### src/design/pidc_pkg.sv
// pidc_pkg: shared types, constants, microcode table and arithmetic helpers
`default_nettype none

package pidc_pkg;

    // widths
    localparam int DATA_W    = 32;
    localparam int STEP_W    = 16;
    localparam int FRAC_W    = 16;
    localparam int PROD_W    = 2 * DATA_W;
    localparam int DIV_W     = DATA_W + FRAC_W;
    localparam int DIV_STEPS = DIV_W / 2;
    localparam int DIV_CNT_W = $clog2(DIV_STEPS);
    localparam int UPC_W     = 5;
    localparam int CFG_IDX_W = 3;

    typedef logic signed [DATA_W-1:0] word_t;
    typedef logic signed [PROD_W-1:0] prod_t;
    typedef logic [STEP_W-1:0]        step_t;
    typedef logic [DIV_W-1:0]         div_t;
    typedef logic [DIV_CNT_W-1:0]     div_cnt_t;
    typedef logic [UPC_W-1:0]         upc_t;

    // saturation limits held at product width
    localparam prod_t S32_MAX = 64'sd2147483647;
    localparam prod_t S32_MIN = -64'sd2147483648;

    // register reset values
    localparam word_t PROP_GAIN_RST  = 32'sd65536;
    localparam word_t INTEG_GAIN_RST = 32'sd0;
    localparam word_t DERIV_GAIN_RST = 32'sd0;
    localparam word_t OUT_SCALE_RST  = 32'sd65536;
    localparam word_t OUT_LOW_RST    = -32'sd2147483648;
    localparam word_t OUT_HIGH_RST   = 32'sd2147483647;
    localparam word_t INTEG_LOW_RST  = -32'sd2147483648;
    localparam word_t INTEG_HIGH_RST = 32'sd2147483647;

    // register indexes
    typedef enum logic [CFG_IDX_W-1:0] {
        CFG_PROP_GAIN  = 3'd0,
        CFG_INTEG_GAIN = 3'd1,
        CFG_DERIV_GAIN = 3'd2,
        CFG_OUT_SCALE  = 3'd3,
        CFG_OUT_LOW    = 3'd4,
        CFG_OUT_HIGH   = 3'd5,
        CFG_INTEG_LOW  = 3'd6,
        CFG_INTEG_HIGH = 3'd7
    } cfg_idx_t;

    typedef struct packed {
        word_t prop_gain;
        word_t integ_gain;
        word_t deriv_gain;
        word_t out_scale;
        word_t out_low;
        word_t out_high;
        word_t integ_low;
        word_t integ_high;
    } cfg_t;

    // micro-operations of the datapath
    typedef enum logic [4:0] {
        OP_NOP,
        OP_CLEAR,
        OP_DIFF,
        OP_MUL_DD,
        OP_DIV_GO,
        OP_MUL_PE,
        OP_SET_P,
        OP_MUL_IE,
        OP_SET_K,
        OP_MUL_KT,
        OP_ACC_I,
        OP_CLAMP_I,
        OP_SET_D,
        OP_SUM,
        OP_MUL_SS,
        OP_SET_S,
        OP_OUT
    } uop_t;

    // jump conditions
    typedef enum logic [2:0] {
        COND_NEVER,
        COND_ALWAYS,
        COND_NO_START,
        COND_UPDATE,
        COND_DT_ZERO,
        COND_INTEG_OFF,
        COND_DIV_BUSY,
        COND_OUT_BUSY
    } ucond_t;

    typedef struct packed {
        uop_t   op;
        ucond_t cond;
        upc_t   target;
    } uword_t;

    // status from datapath to sequencer
    typedef struct packed {
        logic mode_clear;
        logic dt_zero;
        logic integ_off;
        logic div_busy;
    } dp_flags_t;

    // program addresses
    localparam upc_t UA_IDLE     = 5'd0;
    localparam upc_t UA_UPDATE   = 5'd3;
    localparam upc_t UA_SKIP_DIV = 5'd6;
    localparam upc_t UA_WAIT_DIV = 5'd13;
    localparam upc_t UA_OUT      = 5'd18;

    // microcode program
    function automatic uword_t ucode_word(input upc_t addr);
        uword_t w;
        unique case (addr)
            5'd0:  w = '{OP_NOP,     COND_NO_START,  UA_IDLE};
            5'd1:  w = '{OP_NOP,     COND_UPDATE,    UA_UPDATE};
            5'd2:  w = '{OP_CLEAR,   COND_ALWAYS,    UA_IDLE};
            5'd3:  w = '{OP_DIFF,    COND_NEVER,     UA_IDLE};
            5'd4:  w = '{OP_MUL_DD,  COND_DT_ZERO,   UA_SKIP_DIV};
            5'd5:  w = '{OP_DIV_GO,  COND_NEVER,     UA_IDLE};
            5'd6:  w = '{OP_MUL_PE,  COND_NEVER,     UA_IDLE};
            5'd7:  w = '{OP_SET_P,   COND_INTEG_OFF, UA_WAIT_DIV};
            5'd8:  w = '{OP_MUL_IE,  COND_NEVER,     UA_IDLE};
            5'd9:  w = '{OP_SET_K,   COND_NEVER,     UA_IDLE};
            5'd10: w = '{OP_MUL_KT,  COND_NEVER,     UA_IDLE};
            5'd11: w = '{OP_ACC_I,   COND_NEVER,     UA_IDLE};
            5'd12: w = '{OP_CLAMP_I, COND_NEVER,     UA_IDLE};
            5'd13: w = '{OP_NOP,     COND_DIV_BUSY,  UA_WAIT_DIV};
            5'd14: w = '{OP_SET_D,   COND_NEVER,     UA_IDLE};
            5'd15: w = '{OP_SUM,     COND_NEVER,     UA_IDLE};
            5'd16: w = '{OP_MUL_SS,  COND_NEVER,     UA_IDLE};
            5'd17: w = '{OP_SET_S,   COND_NEVER,     UA_IDLE};
            5'd18: w = '{OP_OUT,     COND_OUT_BUSY,  UA_OUT};
            default: w = '{OP_NOP,   COND_ALWAYS,    UA_IDLE};
        endcase
        return w;
    endfunction

    // saturate a wide signed value to 32 bits
    function automatic word_t sat64(input prod_t v);
        word_t r;
        if (v > S32_MAX)
        begin
            r = word_t'(S32_MAX[DATA_W-1:0]);
        end
        else if (v < S32_MIN)
        begin
            r = word_t'(S32_MIN[DATA_W-1:0]);
        end
        else
        begin
            r = word_t'(v[DATA_W-1:0]);
        end
        return r;
    endfunction

    // upper limit tested first
    function automatic word_t clamp32(input word_t v, input word_t lo, input word_t hi);
        word_t r;
        if (v > hi)
        begin
            r = hi;
        end
        else if (v < lo)
        begin
            r = lo;
        end
        else
        begin
            r = v;
        end
        return r;
    endfunction

endpackage

`default_nettype wire

### src/design/pidc_div.sv
// pidc_div: unsigned serial divider, two quotient bits per cycle
`default_nettype none

module pidc_div (
    input  wire logic             clk,
    input  wire logic             rst_n,
    input  wire logic             start,
    input  wire pidc_pkg::div_t   dividend,
    input  wire pidc_pkg::step_t  divisor,
    output logic                  busy,
    output pidc_pkg::div_t        quotient
);

    logic                busy_reg, busy_next;
    pidc_pkg::div_cnt_t  cnt_reg, cnt_next;
    pidc_pkg::step_t     rem_reg;
    pidc_pkg::step_t     dsr_reg;
    pidc_pkg::div_t      quo_reg;

    logic [pidc_pkg::STEP_W:0]   t1, t2, d17;
    logic [pidc_pkg::STEP_W:0]   r1_full, r2_full;
    logic                        ge1, ge2;

    // two restoring subtract steps
    always_comb
    begin
        d17     = {1'b0, dsr_reg};
        t1      = {rem_reg, quo_reg[pidc_pkg::DIV_W-1]};
        ge1     = (t1 >= d17);
        r1_full = ge1 ? (t1 - d17) : t1;
        t2      = {r1_full[pidc_pkg::STEP_W-1:0], quo_reg[pidc_pkg::DIV_W-2]};
        ge2     = (t2 >= d17);
        r2_full = ge2 ? (t2 - d17) : t2;
    end

    // iteration control
    always_comb
    begin
        busy_next = busy_reg;
        cnt_next  = cnt_reg;
        if (start)
        begin
            busy_next = 1'b1;
            cnt_next  = pidc_pkg::div_cnt_t'(pidc_pkg::DIV_STEPS - 1);
        end
        else if (busy_reg)
        begin
            if (cnt_reg == '0)
            begin
                busy_next = 1'b0;
            end
            else
            begin
                cnt_next = cnt_reg - 1'b1;
            end
        end
    end

    always_ff @(posedge clk or negedge rst_n)
    begin
        if (!rst_n)
        begin
            busy_reg <= 1'b0;
            cnt_reg  <= '0;
        end
        else
        begin
            busy_reg <= busy_next;
            cnt_reg  <= cnt_next;
        end
    end

    // remainder and shifting dividend / quotient word
    always_ff @(posedge clk)
    begin
        if (start)
        begin
            quo_reg <= dividend;
            rem_reg <= '0;
            dsr_reg <= divisor;
        end
        else if (busy_reg)
        begin
            quo_reg <= {quo_reg[pidc_pkg::DIV_W-3:0], ge1, ge2};
            rem_reg <= r2_full[pidc_pkg::STEP_W-1:0];
        end
    end

    assign busy     = busy_reg;
    assign quotient = quo_reg;

    // a new division must not cut into a running one
    a_start_idle: assert property (@(posedge clk) disable iff (!rst_n)
        start |-> !busy_reg)
        else $error("divider started while busy");

endmodule

`default_nettype wire

### src/design/pidc_dpath.sv
// pidc_dpath: controller datapath with shared multiplier and state registers
`default_nettype none

module pidc_dpath (
    input  wire logic                clk,
    input  wire logic                rst_n,
    input  wire pidc_pkg::cfg_t      cfg,
    input  wire pidc_pkg::uword_t    ctrl,
    input  wire logic                load,
    input  wire logic                mode,
    input  wire pidc_pkg::word_t     error_in,
    input  wire pidc_pkg::step_t     step_ms,
    output pidc_pkg::dp_flags_t      flags,
    output pidc_pkg::word_t          drive_val
);

    // latched input word
    logic                mode_reg;
    pidc_pkg::word_t     err_reg;
    pidc_pkg::step_t     dt_reg;

    // controller state
    pidc_pkg::word_t     integral_reg, integral_next;
    pidc_pkg::word_t     prev_error_reg, prev_error_next;
    logic                have_prev_reg, have_prev_next;

    // working registers
    pidc_pkg::word_t     diff_reg;
    pidc_pkg::prod_t     prod_reg;
    pidc_pkg::word_t     p_reg;
    pidc_pkg::word_t     iterm_reg;
    pidc_pkg::word_t     d_reg;
    pidc_pkg::word_t     acc_reg;
    logic                div_neg_reg;

    pidc_pkg::word_t     mul_a, mul_b;
    pidc_pkg::prod_t     mul_p;
    pidc_pkg::prod_t     prod_shr;
    logic signed [pidc_pkg::DATA_W:0]   diff_wide;
    logic signed [pidc_pkg::DATA_W:0]   isum_wide;
    logic signed [pidc_pkg::DATA_W+1:0] tsum_wide;
    pidc_pkg::word_t     term;
    pidc_pkg::word_t     integ_clamped;
    logic signed [pidc_pkg::DIV_W-1:0]  dvd;
    pidc_pkg::div_t      dvd_mag;
    logic signed [pidc_pkg::DIV_W:0]    quo_signed;
    logic                div_busy;
    pidc_pkg::div_t      div_quo;

    // multiplier operand selection
    always_comb
    begin
        mul_a = cfg.prop_gain;
        mul_b = err_reg;
        unique case (ctrl.op)
            pidc_pkg::OP_MUL_DD:
            begin
                mul_a = cfg.deriv_gain;
                mul_b = diff_reg;
            end
            pidc_pkg::OP_MUL_IE:
            begin
                mul_a = cfg.integ_gain;
                mul_b = err_reg;
            end
            pidc_pkg::OP_MUL_KT:
            begin
                mul_a = acc_reg;
                mul_b = pidc_pkg::word_t'({{(pidc_pkg::DATA_W-pidc_pkg::STEP_W){1'b0}}, dt_reg});
            end
            pidc_pkg::OP_MUL_SS:
            begin
                mul_a = acc_reg;
                mul_b = cfg.out_scale;
            end
            default:
            begin
                mul_a = cfg.prop_gain;
                mul_b = err_reg;
            end
        endcase
    end

    assign mul_p = mul_a * mul_b;

    // arithmetic around the product register
    always_comb
    begin
        prod_shr      = prod_reg >>> pidc_pkg::FRAC_W;
        diff_wide     = (pidc_pkg::DATA_W+1)'(err_reg) - (pidc_pkg::DATA_W+1)'(prev_error_reg);
        term          = pidc_pkg::sat64(prod_reg);
        isum_wide     = (pidc_pkg::DATA_W+1)'(integral_reg) + (pidc_pkg::DATA_W+1)'(term);
        tsum_wide     = (pidc_pkg::DATA_W+2)'(p_reg) + (pidc_pkg::DATA_W+2)'(iterm_reg)
                      + (pidc_pkg::DATA_W+2)'(d_reg);
        integ_clamped = pidc_pkg::clamp32(integral_reg, cfg.integ_low, cfg.integ_high);
        dvd           = prod_reg[pidc_pkg::PROD_W-1:pidc_pkg::FRAC_W];
        dvd_mag       = dvd[pidc_pkg::DIV_W-1] ? pidc_pkg::div_t'(-dvd) : pidc_pkg::div_t'(dvd);
        quo_signed    = div_neg_reg ? -$signed({1'b0, div_quo}) : $signed({1'b0, div_quo});
    end

    // state updates
    always_comb
    begin
        integral_next   = integral_reg;
        prev_error_next = prev_error_reg;
        have_prev_next  = have_prev_reg;
        unique case (ctrl.op)
            pidc_pkg::OP_CLEAR:
            begin
                integral_next   = '0;
                prev_error_next = '0;
            end
            pidc_pkg::OP_DIFF:
            begin
                prev_error_next = err_reg;
                have_prev_next  = 1'b1;
            end
            pidc_pkg::OP_ACC_I:
            begin
                integral_next = pidc_pkg::sat64(pidc_pkg::PROD_W'(isum_wide));
            end
            pidc_pkg::OP_CLAMP_I:
            begin
                integral_next = integ_clamped;
            end
            default:
            begin
                integral_next = integral_reg;
            end
        endcase
    end

    always_ff @(posedge clk or negedge rst_n)
    begin
        if (!rst_n)
        begin
            integral_reg   <= '0;
            prev_error_reg <= '0;
            have_prev_reg  <= 1'b0;
        end
        else
        begin
            integral_reg   <= integral_next;
            prev_error_reg <= prev_error_next;
            have_prev_reg  <= have_prev_next;
        end
    end

    // input word capture
    always_ff @(posedge clk)
    begin
        if (load)
        begin
            mode_reg <= mode;
            err_reg  <= error_in;
            dt_reg   <= step_ms;
        end
    end

    // working registers, one micro-operation per cycle
    always_ff @(posedge clk)
    begin
        unique case (ctrl.op)
            pidc_pkg::OP_DIFF:
            begin
                diff_reg  <= have_prev_reg ?
                             pidc_pkg::sat64(pidc_pkg::PROD_W'(diff_wide)) : '0;
                d_reg     <= '0;
                iterm_reg <= '0;
            end
            pidc_pkg::OP_MUL_DD, pidc_pkg::OP_MUL_PE, pidc_pkg::OP_MUL_IE,
            pidc_pkg::OP_MUL_KT, pidc_pkg::OP_MUL_SS:
            begin
                prod_reg <= mul_p;
            end
            pidc_pkg::OP_DIV_GO:
            begin
                div_neg_reg <= dvd[pidc_pkg::DIV_W-1];
            end
            pidc_pkg::OP_SET_P:
            begin
                p_reg <= pidc_pkg::sat64(prod_shr);
            end
            pidc_pkg::OP_SET_K, pidc_pkg::OP_SET_S:
            begin
                acc_reg <= pidc_pkg::sat64(prod_shr);
            end
            pidc_pkg::OP_CLAMP_I:
            begin
                iterm_reg <= integ_clamped;
            end
            pidc_pkg::OP_SET_D:
            begin
                if (dt_reg != '0)
                begin
                    d_reg <= pidc_pkg::sat64(pidc_pkg::PROD_W'(quo_signed));
                end
            end
            pidc_pkg::OP_SUM:
            begin
                acc_reg <= pidc_pkg::sat64(pidc_pkg::PROD_W'(tsum_wide));
            end
            default:
            begin
                acc_reg <= acc_reg;
            end
        endcase
    end

    pidc_div u_div (
        .clk      (clk),
        .rst_n    (rst_n),
        .start    (ctrl.op == pidc_pkg::OP_DIV_GO),
        .dividend (dvd_mag),
        .divisor  (dt_reg),
        .busy     (div_busy),
        .quotient (div_quo)
    );

    // status for the sequencer
    always_comb
    begin
        flags.mode_clear = mode_reg;
        flags.dt_zero    = (dt_reg == '0);
        flags.integ_off  = (cfg.integ_gain <= 0);
        flags.div_busy   = div_busy;
    end

    assign drive_val = pidc_pkg::clamp32(acc_reg, cfg.out_low, cfg.out_high);

endmodule

`default_nettype wire

### src/design/pidc_useq.sv
// pidc_useq: microprogram counter, control store read and jump logic
`default_nettype none

module pidc_useq (
    input  wire logic                 clk,
    input  wire logic                 rst_n,
    input  wire logic                 start,
    input  wire logic                 out_busy,
    input  wire pidc_pkg::dp_flags_t  flags,
    output pidc_pkg::uword_t          ctrl,
    output logic                      idle
);

    pidc_pkg::upc_t  pc_reg, pc_next;
    logic            take;

    // control store read
    assign ctrl = pidc_pkg::ucode_word(pc_reg);

    // jump condition
    always_comb
    begin
        unique case (ctrl.cond)
            pidc_pkg::COND_NEVER:     take = 1'b0;
            pidc_pkg::COND_ALWAYS:    take = 1'b1;
            pidc_pkg::COND_NO_START:  take = !start;
            pidc_pkg::COND_UPDATE:    take = !flags.mode_clear;
            pidc_pkg::COND_DT_ZERO:   take = flags.dt_zero;
            pidc_pkg::COND_INTEG_OFF: take = flags.integ_off;
            pidc_pkg::COND_DIV_BUSY:  take = flags.div_busy;
            pidc_pkg::COND_OUT_BUSY:  take = out_busy;
            default:                  take = 1'b1;
        endcase
    end

    // next address
    always_comb
    begin
        pc_next = take ? ctrl.target : (pc_reg + 1'b1);
    end

    always_ff @(posedge clk or negedge rst_n)
    begin
        if (!rst_n)
        begin
            pc_reg <= pidc_pkg::UA_IDLE;
        end
        else
        begin
            pc_reg <= pc_next;
        end
    end

    assign idle = (pc_reg == pidc_pkg::UA_IDLE);

    // the quotient is only picked up once the divider has finished
    a_quotient_ready: assert property (@(posedge clk) disable iff (!rst_n)
        (ctrl.op == pidc_pkg::OP_SET_D) |-> !flags.div_busy)
        else $error("derivative taken from a running divider");

endmodule

`default_nettype wire

### src/design/pid_step_with_clamps.sv
// pid_step_with_clamps: top level with handshakes, register file and output stage
//
// PID controller step in signed Q16.16 with integral and output clamps. An update
// word (mode 0) skips the divide when step_ms is zero and skips the integral steps
// when the integral gain is not positive; a clear word (mode 1) gives no result.
// The microprogram issues one control word per cycle, holding its place while the
// divider or the output is busy, over a single shared 32x32 multiplier; the serial
// divider for the derivative produces two quotient bits per cycle over a 48-bit
// dividend. A finished drive value sits in an output register, so the block takes
// the next word while it waits; a second result waits only if the first is still
// not taken. The register port is always ready; the user must write it only while
// the block is idle, since the block itself does not enforce this.
`default_nettype none

module pid_step_with_clamps (
    input  wire logic                              clk,
    input  wire logic                              rst_n,
    // register write port
    input  wire logic                              cfg_valid,
    output logic                                   cfg_ready,
    input  wire logic [pidc_pkg::CFG_IDX_W-1:0]    cfg_index,
    input  wire logic [pidc_pkg::DATA_W-1:0]       cfg_data,
    // input words
    input  wire logic                              in_valid,
    output logic                                   in_ready,
    input  wire logic                              mode,
    input  wire logic signed [pidc_pkg::DATA_W-1:0] error_in,
    input  wire logic [pidc_pkg::STEP_W-1:0]       step_ms,
    // result words
    output logic                                   out_valid,
    input  wire logic                              out_ready,
    output logic signed [pidc_pkg::DATA_W-1:0]     drive
);

    pidc_pkg::cfg_t       cfg_reg;
    pidc_pkg::uword_t     ctrl;
    pidc_pkg::dp_flags_t  flags;
    pidc_pkg::word_t      drive_val;
    pidc_pkg::word_t      drive_reg;
    logic                 out_valid_reg, out_valid_next;
    logic                 seq_idle;
    logic                 in_acc;
    logic                 out_busy;
    logic                 out_load;

    // handshakes
    assign cfg_ready = 1'b1;
    assign in_ready  = seq_idle;
    assign in_acc    = in_valid && seq_idle;
    assign out_busy  = out_valid_reg && !out_ready;
    assign out_load  = (ctrl.op == pidc_pkg::OP_OUT) && !out_busy;

    // register file
    always_ff @(posedge clk or negedge rst_n)
    begin
        if (!rst_n)
        begin
            cfg_reg.prop_gain  <= pidc_pkg::PROP_GAIN_RST;
            cfg_reg.integ_gain <= pidc_pkg::INTEG_GAIN_RST;
            cfg_reg.deriv_gain <= pidc_pkg::DERIV_GAIN_RST;
            cfg_reg.out_scale  <= pidc_pkg::OUT_SCALE_RST;
            cfg_reg.out_low    <= pidc_pkg::OUT_LOW_RST;
            cfg_reg.out_high   <= pidc_pkg::OUT_HIGH_RST;
            cfg_reg.integ_low  <= pidc_pkg::INTEG_LOW_RST;
            cfg_reg.integ_high <= pidc_pkg::INTEG_HIGH_RST;
        end
        else if (cfg_valid)
        begin
            unique case (pidc_pkg::cfg_idx_t'(cfg_index))
                pidc_pkg::CFG_PROP_GAIN:  cfg_reg.prop_gain  <= cfg_data;
                pidc_pkg::CFG_INTEG_GAIN: cfg_reg.integ_gain <= cfg_data;
                pidc_pkg::CFG_DERIV_GAIN: cfg_reg.deriv_gain <= cfg_data;
                pidc_pkg::CFG_OUT_SCALE:  cfg_reg.out_scale  <= cfg_data;
                pidc_pkg::CFG_OUT_LOW:    cfg_reg.out_low    <= cfg_data;
                pidc_pkg::CFG_OUT_HIGH:   cfg_reg.out_high   <= cfg_data;
                pidc_pkg::CFG_INTEG_LOW:  cfg_reg.integ_low  <= cfg_data;
                pidc_pkg::CFG_INTEG_HIGH: cfg_reg.integ_high <= cfg_data;
                default:                  cfg_reg.prop_gain  <= cfg_reg.prop_gain;
            endcase
        end
    end

    pidc_useq u_useq (
        .clk      (clk),
        .rst_n    (rst_n),
        .start    (in_acc),
        .out_busy (out_busy),
        .flags    (flags),
        .ctrl     (ctrl),
        .idle     (seq_idle)
    );

    pidc_dpath u_dpath (
        .clk       (clk),
        .rst_n     (rst_n),
        .cfg       (cfg_reg),
        .ctrl      (ctrl),
        .load      (in_acc),
        .mode      (mode),
        .error_in  (error_in),
        .step_ms   (step_ms),
        .flags     (flags),
        .drive_val (drive_val)
    );

    // output register
    always_comb
    begin
        out_valid_next = out_valid_reg;
        if (out_load)
        begin
            out_valid_next = 1'b1;
        end
        else if (out_ready)
        begin
            out_valid_next = 1'b0;
        end
    end

    always_ff @(posedge clk or negedge rst_n)
    begin
        if (!rst_n)
        begin
            out_valid_reg <= 1'b0;
        end
        else
        begin
            out_valid_reg <= out_valid_next;
        end
    end

    always_ff @(posedge clk)
    begin
        if (out_load)
        begin
            drive_reg <= drive_val;
        end
    end

    assign out_valid = out_valid_reg;
    assign drive     = drive_reg;

    // a result word only appears from the output step of the program
    a_out_from_ucode: assert property (@(posedge clk) disable iff (!rst_n)
        $rose(out_valid_reg) |-> $past(ctrl.op == pidc_pkg::OP_OUT))
        else $error("result word raised outside the output step");

    // an accepted update word keeps the input side closed
    a_update_busy: assert property (@(posedge clk) disable iff (!rst_n)
        (in_valid && in_ready && !mode) |=> !in_ready)
        else $error("input reopened straight after an update word");

endmodule

`default_nettype wire

### config.mk
export PLATFORM = sky130hd
export DESIGN_NAME = pid_step_with_clamps
export DESIGN_NICKNAME = d
export VERILOG_FILES = /design/src/design/pidc_pkg.sv /design/src/design/pidc_div.sv /design/src/design/pidc_dpath.sv /design/src/design/pidc_useq.sv /design/src/design/pid_step_with_clamps.sv
export SDC_FILE = /design/constraint.sdc
export NUM_CORES = 2
export LEC_CHECK = 0
export BUFFER_PORTS_ARGS = -buffer_cell sky130_fd_sc_hd__buf_2
export CAP_MARGIN = 20
export CORE_ASPECT_RATIO = 0.9
export CORE_MARGIN = 2
export CORE_UTILIZATION = 31
export DETAILED_ROUTE_END_ITERATION = 8
export PLACE_DENSITY = 0.44
export SYNTH_ARGS = -nofsm -noshare
export SYNTH_HDL_FRONTEND = slang
export SYNTH_HIERARCHICAL = 1
export SYNTH_SLANG_ARGS = --single-unit
### constraint.sdc
create_clock -name clk -period 26.6 [get_ports clk]
set_input_delay 0 -clock clk [delete_from_list [all_inputs] [get_ports clk]]
set_output_delay 0 -clock clk [all_outputs]
set_load 0.03 [all_outputs]
# After elaboration in Yosys (flattened, before gate mapping)
# Memories as Yosys holds them, arrays and structs flattened.
# Cells that the tools add are included.
[op_classes] addsub=10 mul=1 n_div=0 order_cmp=19 eq_ne=32 shift=0 mux=40 n_bitwise=1 reduce_logical=34
[ops] operator="32-bit two-way mux" count=16
[ops] operator="32-bit one-hot mux with 3 select lines" count=3
[ops] operator="32-bit one-hot mux with 2 select lines" count=4
[ops] operator="48-bit two-way mux" count=3
[ops] operator="32-bit by 32-bit adder with 33-bit output" count=2
[ops] operator="33-bit by 32-bit > comparator with 1-bit output, second input constant" count=2
[ops] operator="33-bit by 32-bit < comparator with 1-bit output, second input constant" count=2
[ops] operator="32-bit > comparator" count=2
[ops] operator="64-bit by 32-bit > comparator with 1-bit output, second input constant" count=1
[ops] operator="32-bit < comparator" count=2
[ops] operator="64-bit by 32-bit < comparator with 1-bit output, second input constant" count=1
[ops] operator="32-bit by 32-bit multiplier with 64-bit output" count=1
[ops] operator="49-bit by 32-bit > comparator with 1-bit output, second input constant" count=1
[ops] operator="49-bit by 32-bit < comparator with 1-bit output, second input constant" count=1
[ops] operator="49-bit two-way mux" count=1
[ops] operator="48-bit negator with 49-bit output" count=1
[ops] operator="48-bit by 32-bit > comparator with 1-bit output, second input constant" count=1
[ops] operator="48-bit by 32-bit < comparator with 1-bit output, second input constant" count=1
[ops] operator="48-bit negator" count=1
[ops] operator="5-bit by 4-bit equality test with 1-bit output, second input constant" count=8
[ops] operator="33-bit by 32-bit adder with 34-bit output" count=1
[ops] operator="17-bit by 16-bit greater-or-equal comparator with 1-bit output" count=2
[ops] operator="34-bit by 32-bit > comparator with 1-bit output, second input constant" count=1
[ops] operator="34-bit by 32-bit < comparator with 1-bit output, second input constant" count=1
[ops] operator="31 further kinds" count=78
[word_totals] ff_bits=719 latch_bits=0 ramBits=0 romBits=416 input_bits=89 output_inout_bits=35 word_cells=168 n_memories=1
[memory_table] memory="(no name shown)" words=32 width=13 read_ports=1 rd_ports_with_merged_regs=0 wr=0 line="pidc_pkg.sv:118" source="unique case (addr)"

# Depth between registers and ports, before layout
[depth] depth_word=8 depth_mapped=44 mapped_depth_nobuf=39

# Hierarchy
# The synthesis kept the hierarchy.
[modules_own_cells] mod="pidc_dpath" instances=1 cells_each=6803 area_per_inst_um2=62349.8 seq_area_each_um2=9854.5
[modules_own_cells] mod="pid_step_with_clamps" instances=1 cells_each=591 area_per_inst_um2=10722.8 seq_area_each_um2=7474.7
[modules_own_cells] mod="pidc_div" instances=1 cells_each=473 area_per_inst_um2=5280.1 seq_area_each_um2=2392.3
[modules_own_cells] mod="pidc_useq" instances=1 cells_each=94 area_per_inst_um2=729.4 seq_area_each_um2=125.1

# Least setup slack after synthesis
# No wires, ideal clock.
[synth_path] path_type="register -> register" from="register u_useq.pc_reg[1]" to="register u_dpath.prod_reg[60] (data pin)" arrival_ns=10.511 t_required_ns=26.341 slack_ns=15.830 stages_incl_launch_ff=38 n_path_buf=4 cell_sequence="dfrtp_1 > inv_1 > ha_1 > nor2b_1 > o21ai_0 > o21ai_0 > o21ai_0 > clkbuf_1 > nand2_1 > nor2_1 > clkbuf_1 > buf_1 > mux2i_1 > clkbuf_1 > nor2_1 > fa_1 > inv_1 > fa_1 > [... 2 more ...] > fa_1 > inv_1 > fa_1 > inv_1 > fa_1 > fa_1 > inv_1 > fa_1 > inv_1 > ha_1 > and3_1 > nand3_1 > or3_1 > o211ai_1 > a211oi_1 > o31ai_1 > a21oi_1 > xnor2_1"
[synth_rtl] element="start: declaration" line="pidc_useq.sv:14" source="pidc_pkg::upc_t pc_reg, pc_next;"
[synth_rtl] element="start signal: assignment" line="pidc_useq.sv:46" source="pc_reg <= pidc_pkg::UA_IDLE;"
[synth_rtl] element="start signal: assignment" line="pidc_useq.sv:50" source="pc_reg <= pc_next;"
[synth_rtl] element="end signal: assignment" line="pidc_dpath.sv:174" source="prod_reg <= mul_p;"
[synth_rtl] element="end: declaration" line="pidc_dpath.sv:29" source="pidc_pkg::prod_t prod_reg;"

==> qor.txt <==
status = complete, no violations
largest net degree at the start of global routing = 80
Worst slew margin = 20.41%
vias per inst = 5.171
initial antenna violation count = 22
post-route cell area = 88500 µm²
Slew Limit Fails = 0
# setup viols final = 0
commonest non-fill, non-tap cell in the layout = inv_1
Die X-Extent = 536.4 µm
Mapped Area = 79080 µm²
Num CTS Buffers = 83
Largest register FFs = 256
CTS tree = yes
clock slew at reported path FFs = 0.06 ns
Core ar. = 253100 µm²
layout cell share with drive strength beyond 1 = 11.25%
drt first-iter violations = 4946
Setup Buffers After CTS = 0
clock tree buffer depth = 3
Skew-Pair Late Insertion Delay = 0.72 ns
Hold Vio Cnt, Final = 0
Syn Area/Cell = 9.934 µm²
crit path buf inv count = 6
FFs w/ async S/R, synth = 46.31%
Clock Sinks = 719
Final Critical Period = 13.74 ns
most frequent cells in the layout = inv_1 (1400), fa_1 (1119), nor2_1 (797), nand2_1 (713), ha_1 (448)
crit start category = register
die area = 259200 µm²
sequential fraction of the synthesis area = 25.10%
Post-Route WL = 298500 µm
GRT Overall Usage = 22.93%
vias in the first global route = 61680
MaxCap Viol Count = 0
CP most frequent cell = fa_1
Yosys warnings = 6
WS Path Type = register to register
CP Max Fanout = 44
DR WL/cell = 25.88 µm
Die Y = 483.2 µm
site row count = 175
Syn Inst Count = 7961
Placed Area = 84100 µm²
DRC Markers = 0
Max H-tree Level = 3
root buffer cell = clkbuf_16
global-route wire length before repair = 435300 µm
GPL Wtd Cong = 0.8986
Hold Slack = 0.06308 ns
global route total overflow = 0
fin nets = 9744
1st-pass router iterations = 9
fmax = 72.80 MHz
Post-synth top flop = edfxtp_1
setup TNS = 0 ns
P&R area growth vs syn = 11.91%
flops & latches, synth = 719
DP HPWL = 227800 µm
RSZ-0062 raised after global routing = false
CP peak stage delay = 0.99 ns
post-synth cell types = 115
Slew @ Worst Pin = 1.169 ns
Post-synth EDFFs = 370
Worst Skew = 0.06890 ns
Top-Level Pins = 124
Hold Path Class = input port to register
# port buffers = 122
CP required = 27.01 ns
Tcrit/Tclk final = 51.64%
Crit. End Element = register
Synthesized Nets = 9617
Initial Util = 31.24%
critical path data arrival time = 14.14 ns
CP delay by family, top = adder cells
via count = 59630
antenna-violating nets left = 0
Slowest cell on crit path = a211oi_1
## layer usage
layer  GRT usage, %  share of wire (%)
met1          33.09                 46
met2          35.56                 45
met3          3.798                6.8
met4          5.641                2.6
met5              0                  0
## through the flow
stage,cells,utilization (%),setup slack (ns)
after floorplan,7961,-,15.83
after detailed placement,11230,33.22,13.04
after global placement,11230,33.21,13.21
final,11530,34.96,12.86
after global routing,11520,34.95,12.22
after CTS,11520,34.91,12.92
## area by class of cell
class | instances | area [µm²]
Fill cell | 26040 | 164600
Inverter | 1402 | 5263
Multi-Input combinational cell | 5472 | 52990
Timing Repair Buffer | 410 | 3212
Clock buffer | 108 | 2315
Sequential cell | 719 | 19850
Clock inverter | 47 | 638.1
Tap cell | 3363 | 4208
Antenna cell | 11 | 27.53
## cell families after synthesis
kind of cell,synth area share [%]
buffers and inverters,8.716
flip-flops,25.10
AO/OA/AOI/OAI,10.76
other,0.004742
multiplexers,6.101
XOR/XNOR,2.957
adder cells (fa/ha/maj),35.41
AND/OR/NAND/NOR,10.95
## Yosys cell counts, types with 66 or more instances
cell | instances | area, µm²
nor2_1 | 803 | 3014
edfxtp_1 | 370 | 11110
dfrtp_1 | 267 | 6681
dfstp_2 | 66 | 1734
o21ai_0 | 189 | 945.9
xor2_1 | 110 | 963.4
a21o_1 | 131 | 983.4
clkbuf_1 | 290 | 1089
ha_1 | 448 | 5605
mux2i_1 | 113 | 1131
o21a_1 | 67 | 503.0
inv_1 | 1401 | 5259
nand2_1 | 713 | 2676
fa_1 | 1119 | 22400
xnor2_1 | 157 | 1375
mux2_2 | 283 | 3187
a21oi_1 | 267 | 1336
nor3_1 | 69 | 345.3
## worst paths after layout
path | startpoint | endpoint | slack [ns] | cells past startpoint
max in group asynchronous | rst_n | cfg_reg[240] | 24.56 | 6
min | step_ms[7] | u_dpath/dt_reg[7] | 0.06 | 2
min in group asynchronous | rst_n | cfg_reg[74] | 0.08 | 2
min reg2reg | cfg_reg[164] | cfg_reg[164] | 0.49 | 1
max | u_useq/pc_reg[1] | u_dpath/prod_reg[48] | 12.86 | 33
max reg2reg | u_useq/pc_reg[1] | u_dpath/prod_reg[48] | 12.86 | 33
## what timing repair did
item	4_1_cts	5_1_grt
hold buffers	129	0
setup endpoints to repair	0	0
hold endpoints to repair	381	0
resized for setup	0	0
Power is left out: the tool's default activity adds up to more than one toggle a clock period on the data nets, which glitch-free logic cannot reach.
